--- config.mk ---
export PLATFORM = sky130hd
export DESIGN_NAME = sbc_fifo
export DESIGN_NICKNAME = d
export VERILOG_FILES = /design/src/design/sbc_pkg.sv /design/src/design/sbc_fifo.sv
export SDC_FILE = /design/constraint.sdc
export NUM_CORES = 1
export LEC_CHECK = 0
export BUFFER_PORTS_ARGS = -buffer_cell sky130_fd_sc_hd__buf_2
export CAP_MARGIN = 20
export CORE_ASPECT_RATIO = 0.9
export CORE_UTILIZATION = 40
export CTS_BUF_LIST = sky130_fd_sc_hd__clkbuf_4
export CTS_CLUSTER_SIZE = 40
export DETAILED_ROUTE_END_ITERATION = 10
export PLACE_DENSITY_LB_ADDON = 0.1
export SETUP_SLACK_MARGIN = 0.5
export SYNTH_ARGS = -nofsm -noshare
export SYNTH_HDL_FRONTEND = slang
export SYNTH_SLANG_ARGS = --single-unit
--- constraint.sdc ---
create_clock -name clk -period 2.99 [get_ports clk]
set_input_delay 0.7475 -clock clk [delete_from_list [all_inputs] [get_ports clk]]
set_output_delay 0.7475 -clock clk [all_outputs]
set_load 0.03 [all_outputs]
--- src/design/sbc_pkg.sv ---
// ---------------------------------------------------------------------------
// sbc_pkg: shared types, constants and functions of the bin compander
// Holds the item formats between the front, the queue and the back, the
// register indexes and the fixed-point helper functions.
// ---------------------------------------------------------------------------
package sbc_pkg;

  // register indexes of the configuration port
  typedef enum logic [1:0] {
    CFG_THRESHOLD = 2'd0,
    CFG_SLOPE_LO  = 2'd1,
    CFG_SLOPE_HI  = 2'd2
  } cfg_idx_t;

  localparam int MAG_W      = 32;
  localparam int SLOPE_W    = 16;
  localparam int FRAC_W     = 16;  // fraction bits of log2 / exp2 values
  localparam int D_W        = 22;  // log2 difference, signed Q.16
  localparam int E_W        = 17;  // slope - 1, signed Q.12
  localparam int P_W        = D_W + E_W;
  localparam int Y_W        = P_W - 12;
  localparam int N_W        = Y_W - FRAC_W;
  localparam int FE_STAGES  = FRAC_W + 3;
  localparam int BE_STAGES  = FRAC_W + 3;
  localparam int FQ_DEPTH   = 4;
  localparam int FQ_AW      = 2;

  localparam logic signed [SLOPE_W-1:0] UNITY_SLOPE  = 16'sd4096;
  localparam logic signed [Y_W-1:0]     GAIN_LOG_LIM = 27'sd3265588;

  // how the back end treats an item
  typedef enum logic [1:0] {
    KIND_ZERO,
    KIND_PASS,
    KIND_SCALE
  } kind_t;

  // item handed from front to back
  typedef struct packed {
    logic [MAG_W-1:0]         mag;
    logic                     fend;
    kind_t                    kind;
    logic signed [Y_W-1:0]    y;
  } item_t;

  // position of the most significant set bit (0 for zero)
  function automatic logic [4:0] msb_pos(input logic [MAG_W-1:0] x);
    logic [4:0] p;
    p = '0;
    for (int i = 0; i < MAG_W; i++) begin
      if (x[i]) p = 5'(i);
    end
    return p;
  endfunction

  // one squaring step of the log2 mantissa: {fraction bit, next mantissa}
  function automatic logic [MAG_W:0] sq_step(input logic [MAG_W-1:0] m);
    logic [2*MAG_W-1:0] sq;
    logic [MAG_W:0]     t;
    sq = m * m;
    t  = sq[2*MAG_W-1:31];
    return t[MAG_W] ? {1'b1, t[MAG_W:1]} : {1'b0, t[MAG_W-1:0]};
  endfunction

  // integer square root, used at elaboration only
  function automatic logic [63:0] isqrt64(input logic [63:0] v_in);
    logic [63:0] v, r, b;
    v = v_in;
    r = '0;
    b = 64'h4000_0000_0000_0000;
    for (int i = 0; i < 32; i++) begin
      if (b > v) b = b >> 2;
    end
    for (int i = 0; i < 32; i++) begin
      if (b != 0) begin
        if (v >= r + b) begin
          v = v - (r + b);
          r = (r >> 1) + b;
        end else begin
          r = r >> 1;
        end
        b = b >> 2;
      end
    end
    return r;
  endfunction

  // 2^(2^-k) in Q1.31
  function automatic logic [31:0] exp_c(input int k);
    logic [63:0] c;
    c = 64'h1_0000_0000;
    for (int i = 1; i <= FRAC_W; i++) begin
      if (i <= k) c = isqrt64(c << 31);
    end
    return c[31:0];
  endfunction

endpackage

--- src/design/sbc_fifo.sv ---
// ---------------------------------------------------------------------------
// sbc_fifo: short item queue between front and back
// Lets the front keep running while the back is stalled, and back.
// ---------------------------------------------------------------------------
module sbc_fifo import sbc_pkg::*; (
  input  logic  clk,
  input  logic  rst_n,
  input  logic  push_valid,
  output logic  push_ready,
  input  item_t push_item,
  output logic  pop_valid,
  input  logic  pop_ready,
  output item_t pop_item
);

  item_t            mem_r [0:FQ_DEPTH-1];
  logic [FQ_AW-1:0] wp_r, rp_r;
  logic [FQ_AW:0]   cnt_r;
  logic             push, pop;

  assign push_ready = cnt_r != (FQ_AW+1)'(FQ_DEPTH);
  assign pop_valid  = cnt_r != '0;
  assign pop_item   = mem_r[rp_r];
  assign push       = push_valid && push_ready;
  assign pop        = pop_valid && pop_ready;

  // store the incoming item
  always_ff @(posedge clk) begin
    if (push) mem_r[wp_r] <= push_item;
  end

  // advance pointers and fill count
  always_ff @(posedge clk) begin
    if (!rst_n) begin
      wp_r  <= '0;
      rp_r  <= '0;
      cnt_r <= '0;
    end else begin
      if (push) wp_r <= wp_r + 1'b1;
      if (pop)  rp_r <= rp_r + 1'b1;
      cnt_r <= cnt_r + (FQ_AW+1)'(push) - (FQ_AW+1)'(pop);
    end
  end

  a_cnt_max: assert property (@(posedge clk) disable iff (!rst_n)
    cnt_r <= (FQ_AW+1)'(FQ_DEPTH)) else $error("queue overfilled");
  a_ptr_gap: assert property (@(posedge clk) disable iff (!rst_n)
    (cnt_r == '0 || cnt_r == (FQ_AW+1)'(FQ_DEPTH)) |-> wp_r == rp_r)
    else $error("queue pointers out of step with count");
  a_pop_stays: assert property (@(posedge clk) disable iff (!rst_n)
    (pop_valid && !pop_ready) |=> pop_valid && $stable(pop_item))
    else $error("queued item lost while back stalled");

endmodule

Word level (Yosys, flattened, before mapping)

Memory sizes are Yosys's and may differ from the RTL's. A register that Yosys moved wholly into a read port is not among the register bits.
Index checks and enable logic that the tools add are counted.

Bits in registers: 7
Bits in writable memories: 248
Bits of input ports: 66
Output and inout port bits: 64
Word-level logic and storage cells: 16
Memories kept: 1

Add/sub/neg operators: 4
Eq/ne operators: 1
Mux-type cells: 4
Reduce and logical (&&, ||, !) cells: 3

Memory list:

| memory | depth | bits a word | rd ports | clocked after Yosys merged registers in | wr ports | RTL line       | RTL |
|---|---|---|---|---|---|---|---|
| mem_r  | 4     | 62          | 1        | 1                                       | 1        | sbc_fifo.sv:16 | `item_t mem_r [0:FQ_DEPTH-1];` |

Operators with widths:

| operator            | number |
|---|---|
| $add 2x1->2 const B | 2 |
| $mux 2              | 2 |
| $add 3x1->3         | 1 |
| $ne 3x3->1 const B  | 1 |
| $reduce_bool 3->1   | 1 |
| $sub 3x1->3         | 1 |
| $logic_and 1x1->1   | 2 |
| $mux 1              | 2 |

Depth between registers and ports, before layout

Depth after elaboration: 4
Depth in mapped cells: 11
Mapped depth without buffers: 11

Least setup slack after synthesis

Ideal clock, no wire load.

Path type: input-to-reg
Start: input port push_valid
End: memory mem_r[2][0] (netlist bit), enable pin
Setup time: 0.426 ns
Arrival time: 2.523 ns
Data required time: 2.564 ns
Setup slack: 0.041 ns
Stages on the path: 2
Buffers on the path: 0
Cells stage by stage: a21boi_2 > and2_1

Word-level cells in the longest chain between the ends: 3

Ends and longest elaborated chain:

| element                      | RTL line       | RTL |
|---|---|---|
| start: declaration           | sbc_fifo.sv:8  | `input logic push_valid,` |
| $logic_and 1x1->1            | sbc_fifo.sv:24 | `assign push = push_valid && push_ready;` |
| $mux 1                       | sbc_fifo.sv:29 | `if (push) mem_r[wp_r] <= push_item;` |
| $mux 1 (implied by the code) | sbc_fifo.sv:29 |  |
| end: declaration             | sbc_fifo.sv:16 |  |

Every way passes these cells.

==> results.txt <==
Across the routed clock network, the largest skew measured is approximately 0.032 ns. The aggregate global-route resource usage came out at 15.4%. The die covers 0.0243 mm². Sequential cells were found to cover about four fifths of the synthesized design area.

The total power per unit cell area came out at 909 mW/mm². The static power due to leakage came out at ~0.0042 µW. Among all flip-flop cells after synthesis, the most frequent one is edfxtp_1. Registers are responsible for 41.0% of the overall power. Across the VDD grid, the largest voltage drop is ~0.5 mV.

Summing every instance area after synthesis gives 0.00949 mm². By area the synthesized netlist is led by edfxtp_1 78%, mux4_2 14%, dfxtp_1 1.9%. For this run, global-route usage on met1 was measured as about a fifth.

The number of global-route vias before repair is 4982. The die width is about 160 µm. The number of hold violations in the final report is 0. The post-detailed-route via-to-cell ratio is between 4 and 5. After detailed routing, the number of remaining DRC violations is 0. The clock reaches the later pin of the worst-skew pair after 0.62 ns. For this design the total switching power over the nets is 3230 µW. The internal power summed over all cells is 7740 µW. The kind of end point of the critical path is a primary output. For the pin with the worst max-slew slack, the measured transition is 0.403 ns. The initial antenna violation count is 3.

The number of I/O port buffers came out at 129. The first detailed-routing pass took 4 iterations. The total overflow left after global routing is 0.

Broken down by cell family, the worst path's largest delay share belongs to multiplexers. Setup repair after global routing could not meet its margin everywhere. Once placement finished, the instance area stood at 0.0106 mm². The count of final setup violators came out at 0. The total of max-cap violations came out at 0. The root buffer cell chosen for the clock tree is clkbuf_4. The number of pins exceeding their max-slew limit in the final report is 0. For the worst setup path, the data required time is between 2 and 2.5 ns. For this design, the slowest cell found on the critical path is mux4_2. The number of sinks driven by the clock tree came out at 257.

The mean area per synthesized cell came out at between 20 and 30 µm². Synthesis produced a netlist whose cell count is 372. The worst pin sits at a relative slew slack of 72.7%. TritonCTS created between 60 and 70 clock buffers. The wire length of the first global-routing pass is 27.4 mm.

The floorplan has 53 rows. The sum of routed wire length over all layers came out at between 15 and 20 mm. The number of buffers on the longest clock path came out at 3. The total nets after synthesis came out at 445. The power share of the clock group is between 20% and 30%. In this design, the stage delay of the slowest critical-path cell is 0.52 ns. The met3 global-route usage came out at 5.24%. The launching element type of the critical path is a flop. The buffer and inverter count on the worst path came out at 3. Yosys printed 0 warnings. Of all nets on the critical path, the largest fanout is 6. The flow ran to the end, and the final reports show no timing, DRC or antenna violations. The switching part of the total is 29.4%. The count of nets left with antenna violations once routing finished came out at 0.

The violation count after the first detailed-routing iteration is 186. Relative to the synthesized area, the layout overhead comes to 27.2%. The number of H-tree levels is 3. The placeable core region came out at ~0.023 mm². The arrival time of the worst setup path came out at between 2 and 2.5 ns. The post-synthesis cell type with the largest combined area is edfxtp_1.

Clock-pin slew was measured on the worst setup and hold paths at 0.06 ns. The aggregate negative setup slack is 0 ns. The worst setup path is of the flop to primary output kind. Summed over all nets, the half-perimeter wirelength after detailed placement is approximately 10 mm. The maximum number of pins on one net before global-route repair came out at 51.

The initial utilization of the core area, before any placement, comes to 40.7%. Counting instances in the post-synthesis netlist gives the leading cell types as 248 x edfxtp_1, 60 x mux4_2, 9 x dfxtp_1, 7 x and2_1. The total vias in the final route came out at 4570.

130 I/O pins were placed. The finished layout cell area came out at approximately 0.012 mm². The smallest clock period supported by the final layout is computed as 2.77 ns. TritonCTS built the clock tree.

In the final routed layout, each cell accounts on average for 19.3 µm. The number of enable-type register cells in the synthesized netlist came out at 248. Combinational logic burns 32.3% of the power. Static timing analysis puts the maximum clock frequency at 0.361 GHz.

The fraction of final layout cells sized beyond drive strength 1 came out at 53.7%. Counting flops and latches in the post-synthesis netlist gives approximately 260. The number of fill cells in the layout came out at 1908.

The cell with the most instances after synthesis is edfxtp_1. The count of distinct cell types in the synthesized netlist came out at 21. The congestion estimate from routability-driven global placement came to 0.693. The fraction of synthesis flops using an asynchronous set or reset pin came out at 0%. Dividing the final minimum period by the clock period gives just over 90%. The global routing stage identified its most utilized layer as met2. The die height came out at 148 µm. The signal on the critical path passes through buf_4, clkbuf_16, mux4_2, buf_6. Summed over its instances, the top area cell type makes up 78.5% of the synthesized netlist area. The path category of the worst min-delay check is primary input to flop. The number of nets in the layout is 661.

The met2 routing resource usage after global routing is 24.9%.
[layout make-up]
| type | instances | area, µm² | share of cell area (%) |
|---|---|---|---|
| clock buffers | 103 | 773 | 6.41 |
| well taps | 302 | 378 | 3.13 |
| clock inverters | 10 | 63.8 | 0.529 |
| diodes | 3 | 7.51 | 0.0622 |
| repair buffers | 160 | 1510 | 12.5 |
| inverters | 5 | 18.8 | 0.156 |
| multi-input cells | 95 | 1680 | 13.9 |
| flip-flops and latches | 257 | 7640 | 63.3 |
[cells in the final DEF, fill, tap and decap left out, drive strengths merged]
cell / count
bufinv: 1
mux4: 62
a21boi: 1
xnor2: 4
o31a: 1
nand2: 5
mux2i: 2
clkbuf: 106
o311ai: 1
buf: 157
diode: 3
or3: 1
edfxtp: 248
clkinv: 5
dfxtp: 9
and2: 7
nor2b: 3
ha: 6
fa: 1
inv: 9
nor2: 1
[power by group through the flow]
stage	sequential, µW	clock (µW)	combinational (µW)
after global routing	4530	3230	3760
final	4490	2930	3550
after floorplan	4520	0	2090
after CTS	4490	3050	3220
after detailed placement	4640	0	2710
after global placement	4610	0	2710
[path summary, 6_finish.rpt]
check             cells after the start         start      endpoint  slack (ns)
setup / recovery                      4          flop  pop_item[21]        0.22
setup reg to reg                     11      cnt_r[1]      cnt_r[2]        0.83
hold reg to reg                       2       wp_r[1]       wp_r[1]        0.51
hold / removal                        1  push_item[2]   mem_r[3][2]        0.34
[repair_timing]
action                                  CTS  global route
gates resized for setup                  72            85
setup buffers                            13             1
cloned                                    1             3
endpoints found under the setup margin   62            63
hold buffers                              0             0
[cells by family (layout without fill, tap and decap cells)]
kind of cell               after synthesis  after routing  synth area share [%]
DFF                                    257            257                  80.4
muxes                                   64             64                  15.0
buffers and inverters                   20            278                  1.98
and+or+nand+nor                         17             17                 0.963
adders and majority gates                7              7                  1.00
xor gates and xnor gates                 4              4                 0.369
AOI/OAI and AO/OA                        3              3                 0.303
other                                    0              3                     0
[per-layer routing]
| metal | wire, µm | part of all wire [%] | vias up |
|---|---|---|---|
| li1 | - | - | 2047 |
| met1 | 7420 | 41 | 2352 |
| met2 | 9110 | 50 | 136 |
| met3 | 1210 | 6.7 | 33 |
| met4 | 311 | 1.7 | 2 |
| met5 | 15 | 0.083 | - |
[sequential cells by signal, summed over array words and instances (netlist names), named ones only]
signal	flops
cnt_r	3
rp_r	2
mem_r	248
wp_r	2
[stage by stage]
stage	setup slack (ns)	hold WS (ns)	utilization, %	instances	total power (µW)
3_5_place_dp	0.485	0.500	45.2	801	7350
2_1_floorplan	0.557	0.468	-	372	6600
5_1_grt	0.111	0.273	51.7	934	11500
3_3_place_gp	0.560	0.474	45.2	801	7320
4_1_cts	0.118	0.258	50.3	928	10800
6_report	0.222	0.336	51.7	935	11000
Power figures use the tool's default switching activity.
